<file path="src/vtcp_pkg.sv">
`default_nettype none
package vtcp_pkg;

   localparam int CLIP_W = 38;
   localparam int PROD_W = 48;
   localparam int SUM_W = 50;
   localparam int FRAC_W = 16;
   localparam int Q_W = 41;
   localparam int REM_W = CLIP_W + FRAC_W;
   localparam int CMP_W = CLIP_W + Q_W + 1;
   localparam int VP_W = 13;
   localparam int CSR_IDX_W = 3;
   localparam int QUEUE_DEPTH_DEFAULT = 4;

   localparam logic [CSR_IDX_W-1:0] REG_MATRIX_ROW0 = 3'd0;
   localparam logic [CSR_IDX_W-1:0] REG_MATRIX_ROW1 = 3'd1;
   localparam logic [CSR_IDX_W-1:0] REG_MATRIX_ROW2 = 3'd2;
   localparam logic [CSR_IDX_W-1:0] REG_MATRIX_ROW3 = 3'd3;
   localparam logic [CSR_IDX_W-1:0] REG_VIEWPORT_WIDTH = 3'd4;
   localparam logic [CSR_IDX_W-1:0] REG_VIEWPORT_HEIGHT = 3'd5;

   localparam int OC_Z_NEAR = 0;
   localparam int OC_Z_FAR = 1;
   localparam int OC_X_LEFT = 2;
   localparam int OC_X_RIGHT = 3;
   localparam int OC_Y_BOTTOM = 4;
   localparam int OC_Y_TOP = 5;

   typedef struct packed {
      logic signed [31:0] vert_x;
      logic signed [31:0] vert_y;
      logic signed [31:0] vert_z;
      logic signed [31:0] vert_w;
   } req_type;

   typedef struct packed {
      logic [5:0] clip_code;
      logic signed [31:0] screen_x;
      logic signed [31:0] screen_y;
      logic signed [31:0] depth;
      logic w_fault;
   } rsp_type;

   typedef struct packed {
      logic [3:0][63:0] matrix;
      logic [VP_W-1:0] vp_width;
      logic [VP_W-1:0] vp_height;
   } cfg_type;

   typedef struct packed {
      logic [3:0][CLIP_W-1:0] clip;
      logic [5:0] code;
      logic w_zero;
   } clip_item_type;

   typedef struct packed {
      logic full;
      logic empty;
   } queue_status_type;

endpackage
`default_nettype wire

</file>
<file path="src/vtcp_queue.sv">
`default_nettype none
module vtcp_queue #(
   parameter int DEPTH = vtcp_pkg::QUEUE_DEPTH_DEFAULT
) (
   input wire logic clock,
   input wire logic reset,
   input wire logic push,
   input wire vtcp_pkg::clip_item_type push_data,
   input wire logic pop,
   output vtcp_pkg::clip_item_type pop_data,
   output vtcp_pkg::queue_status_type status
);
   import vtcp_pkg::*;

   localparam int PTR_W = (DEPTH > 1) ? $clog2(DEPTH) : 1;
   localparam int CNT_W = $clog2(DEPTH + 1);

   clip_item_type mem [DEPTH];
   logic [PTR_W-1:0] wr_ff, wr_in, rd_ff, rd_in;
   logic [CNT_W-1:0] cnt_ff, cnt_in;

   assign status.full = cnt_ff == CNT_W'(DEPTH);
   assign status.empty = cnt_ff == '0;
   assign pop_data = mem[rd_ff];

   always_comb begin
      wr_in = (wr_ff == PTR_W'(DEPTH - 1)) ? '0 : wr_ff + 1'b1;
      rd_in = (rd_ff == PTR_W'(DEPTH - 1)) ? '0 : rd_ff + 1'b1;
      cnt_in = cnt_ff + CNT_W'(push) - CNT_W'(pop);
   end

   always_ff @(posedge clock) begin
      if (reset) begin
         wr_ff <= '0;
         rd_ff <= '0;
         cnt_ff <= '0;
      end else begin
         if (push) wr_ff <= wr_in;
         if (pop) rd_ff <= rd_in;
         cnt_ff <= cnt_in;
      end
   end

   always_ff @(posedge clock) begin
      if (push) begin
         mem[wr_ff] <= push_data;
      end
   end

endmodule
`default_nettype wire

</file>
<file path="config.mk">
export PLATFORM = sky130hd
export DESIGN_NAME = vtcp_queue
export DESIGN_NICKNAME = d
export VERILOG_FILES = /design/src/vtcp_pkg.sv /design/src/vtcp_queue.sv
export SDC_FILE = /design/constraint.sdc
export NUM_CORES = 1
export LEC_CHECK = 0
export BUFFER_PORTS_ARGS = -buffer_cell sky130_fd_sc_hd__buf_4
export CAP_MARGIN = 20
export CORE_ASPECT_RATIO = 1.5
export CORE_UTILIZATION = 50
export CTS_BUF_LIST = sky130_fd_sc_hd__clkbuf_8
export DETAILED_ROUTE_END_ITERATION = 7
export PLACE_DENSITY_LB_ADDON = 0.1
export SLEW_MARGIN = 10
export SYNTH_ARGS = -nofsm -noshare
export SYNTH_HDL_FRONTEND = slang
export SYNTH_SLANG_ARGS = --single-unit
export TNS_END_PERCENT = 10
</file>
<file path="constraint.sdc">
create_clock -name clock -period 5.9 [get_ports clock]
set_input_delay 0.885 -clock clock [delete_from_list [all_inputs] [get_ports clock]]
set_output_delay 0.885 -clock clock [all_outputs]
set_load 0.02 [all_outputs]
</file>
==> impl_metrics.tcl <==
set metrics [dict create \
    synth_most_common_cell "edfxtp_1" \
    grt_max_degree 79 \
    cts.clk_slew.worst_paths_ps 70 \
    grt_first_pass_wirelength_mm 67.12 \
    ys_types 19 \
    io_pins 324 \
    ys_top_cells_by_area "edfxtp_1 82%, mux4_2 15%, dfxtp_1 0.77%, buf_6 0.67%, ha_1 0.37%" \
    synth_area_um2 23390 \
    ff2ff_setup_slack_ps 3500 \
    seqPwrFrac_pct 56.1 \
    core_um2 46000 \
    grt-ovfl-total 0 \
    cts.path.max_buffers 3 \
    muxShareOfSynthArea_pct 15.39 \
    synth_area_per_cell_um2 26.77 \
    synth_common_cells "636 x edfxtp_1, 159 x mux4_2, 17 x buf_2" \
    synth_compound_area_share_pct 0.04279 \
    tightest_slew_ps 1003 \
    path_buf_inv 2 \
    setup_violations 0 \
    post-route-util_pct 61.09 \
    clockPowerShare_pct 32.9 \
    drt_iter0_drc 590 \
    remaining_drc_errors 0 \
    ctsHtreeMaxLevel 3 \
    pwr_density_cell_nw_per_um2 336.0 \
    grt_pass1_vias 11322 \
    hold_path_class "primary input to flop" \
    synth_edf_count 636 \
    ys_warn_count 0 \
    internal_power_uw 7256 \
    fin_nets 1437 \
    cpLargestDelayFamily "flip-flops" \
    synth_xor_area_share_pct 0.1016 \
    synth_fa_ha_area_share_pct 0.4599 \
    relSlewSlack_pct 33.10 \
    ys.flop_type "edfxtp_1" \
    finalCritPeriodShare_pct 66.00 \
    ctsResizeCount 0 \
    die-area_um2 47680 \
    die_width_um 178.6 \
    timing.rr.start "wr_ff[0]" \
    grt_use_total_pct 19.52 \
    ys_ff_latch 645 \
    clk_latency_ps 640 \
    worst_setup_path_end_kind "primary output" \
    numPortBuffers 323 \
    cp_data_required_time_ps 5020 \
    first_pass_iters 5 \
    area_growth_pct 20.13 \
    status "completed" \
    hold_end "mem[3][98]" \
    rows 96 \
    gr-usage-met3_pct 6.182 \
    worstSetupPathType "flop to primary output" \
    holdPathStages 1 \
    worstPathMaxFanout 45 \
    antenna_left 0 \
    synth_top_family_by_area "multiplexers" \
    arrival_ps 3010 \
    worst_path_max_delay_cell "dfxtp_4" \
    skew_ps 27.50 \
    p_sw_share_pct 23.16 \
    routed_via_density 5.473 \
    drive_gt1_share_pct 45.80 \
    grt.busiest_layer "met2" \
    hold_viol 0 \
    dp_hpwl_mm 27.27 \
    n_fill_cell 3262 \
    clock_sinks 645 \
    route.detailed.wl_per_inst_um 23.77 \
    antenna_found_initial 5 \
    die_h_um 266.9 \
    cts-root-buf "clkbuf_8" \
    max_stage_delay_ps 1010 \
    peakVddDrop_mv 0.2152 \
    synth_largest_area_cell "edfxtp_1" \
    p_comb_share_pct 10.9 \
    start_util_pct 50.85 \
    fin_total_pwr_uw 9443 \
    grt_setup_unrepaired "no" \
    fin_crit_ps 3894 \
    syn_nets 1045 \
    critPathMostFrequentCell "buf_4" \
    cp_cell_sequence "buf_4, mux4_2, buf_4" \
    synth-simple-area-share_pct 0.3851 \
    start_kind "flop" \
    ys_seq_area_share_pct 82.40 \
    routed_wl_mm 45.71 \
    grtUsageMet1_pct 22.60 \
    hold_start "push_data[98]" \
    vias 10525 \
    finalMaxSlewViolations 0 \
    cts_tree "yes" \
    max_freq_ghz 0.2568 \
    hold-worst-slack_ps 441.9 \
    cap_violations 0 \
    grt_util_met2_pct 33.52 \
    rr_worst_depth 3 \
    synth_top_area_share_pct 81.63 \
    async_flop_share_pct 0 \
    p_leak_uw 0.009547 \
    p_switching_uw 2187 \
    syn_inst 874 \
    place.gp.congestion 0.7369 \
    fin_tns_setup_ps 0 \
    numCtsBuffers 90 \
    hold_buffers 0 \
    rr_endpoint "mem[3][137]" \
    post-cts-setup-buffers 0 \
]
## logic make-up after synthesis
family                   Yosys count
flip-flops                       645
multiplexers                     161
buffers and inverters             42
AND/OR/NAND/NOR                   15
adder cells (fa/ha/maj)            8
AO/OA/AOI/OAI                      2
XOR/XNOR                           1
## sequential cells by signal, summed over array words and instances (netlist names), named ones only
register / flops
cnt_ff: 3
rd_ff: 2
wr_ff: 2
mem: 636
## placed cells by master, fill, tap and decap left out
master	netlist	layout
mux4_2	159	159
dfxtp_4	0	2
xor3_1	1	1
inv_6	0	3
or3b_2	2	2
clkinv_2	0	9
and3_1	1	1
nand2b_1	2	2
nor3_1	1	1
mux2i_1	2	2
inv_8	0	1
buf_4	0	329
ha_1	7	7
dfxtp_1	9	7
clkbuf_8	0	92
buf_12	0	7
bufinv_16	0	2
diode_2	0	3
fa_1	1	1
clkinv_1	0	13
a21oi_1	2	2
and2_4	0	4
nor2b_1	2	2
edfxtp_1	636	636
nor2_1	3	3
inv_1	6	44
## layout make-up
type	instances	area, um2	area share, %
antenna	3	7.507	0.02671
multi-input combinational	187	3842	13.67
tap	588	735.7	2.618
inverter	6	22.52	0.08014
timing repair buffer	336	2610	9.287
clock inverter	66	334.1	1.189
sequential	645	19290	68.62
clock buffer	92	1266	4.505
## power by group through the flow
stage	Combinational, uW	Clock (uW)	Sequential, uW
after floorplan	601	0	5380
after detailed placement	1050	0	5400
after global placement	1040	0	5390
final	1030	3110	5300
after global routing	1100	3390	5320
after CTS	1060	3210	5310
## worst max-delay path by stage
stage	endpoint	depth (start not counted)	start	slack, ps
global route	pop_data[67]	3	flop	1710
global placement	pop_data[67]	3	flop	2560
CTS	pop_data[61]	3	flop	1820
floorplan	mem[0][0]	1	push	850
detailed placement	pop_data[61]	3	flop	2540
finish	pop_data[61]	3	flop	2010
## metal layers
layer | share of wire, % | wire length, um
met5 | 0.050 | 23
met1 | 36 | 16590
met4 | 2.7 | 1233
met3 | 7.3 | 3339
met2 | 54 | 24530
## per-stage QoR
step,instances,setup slack [ps],cell area (um2)
global route,1923,1708,28100
CTS,1920,1825,28100
detailed placement,1762,2540,26500
finish,1923,2006,28100
global placement,1762,2559,26500
floorplan,874,853.9,23390
Note: power is estimated with default switching activity, not from simulation.
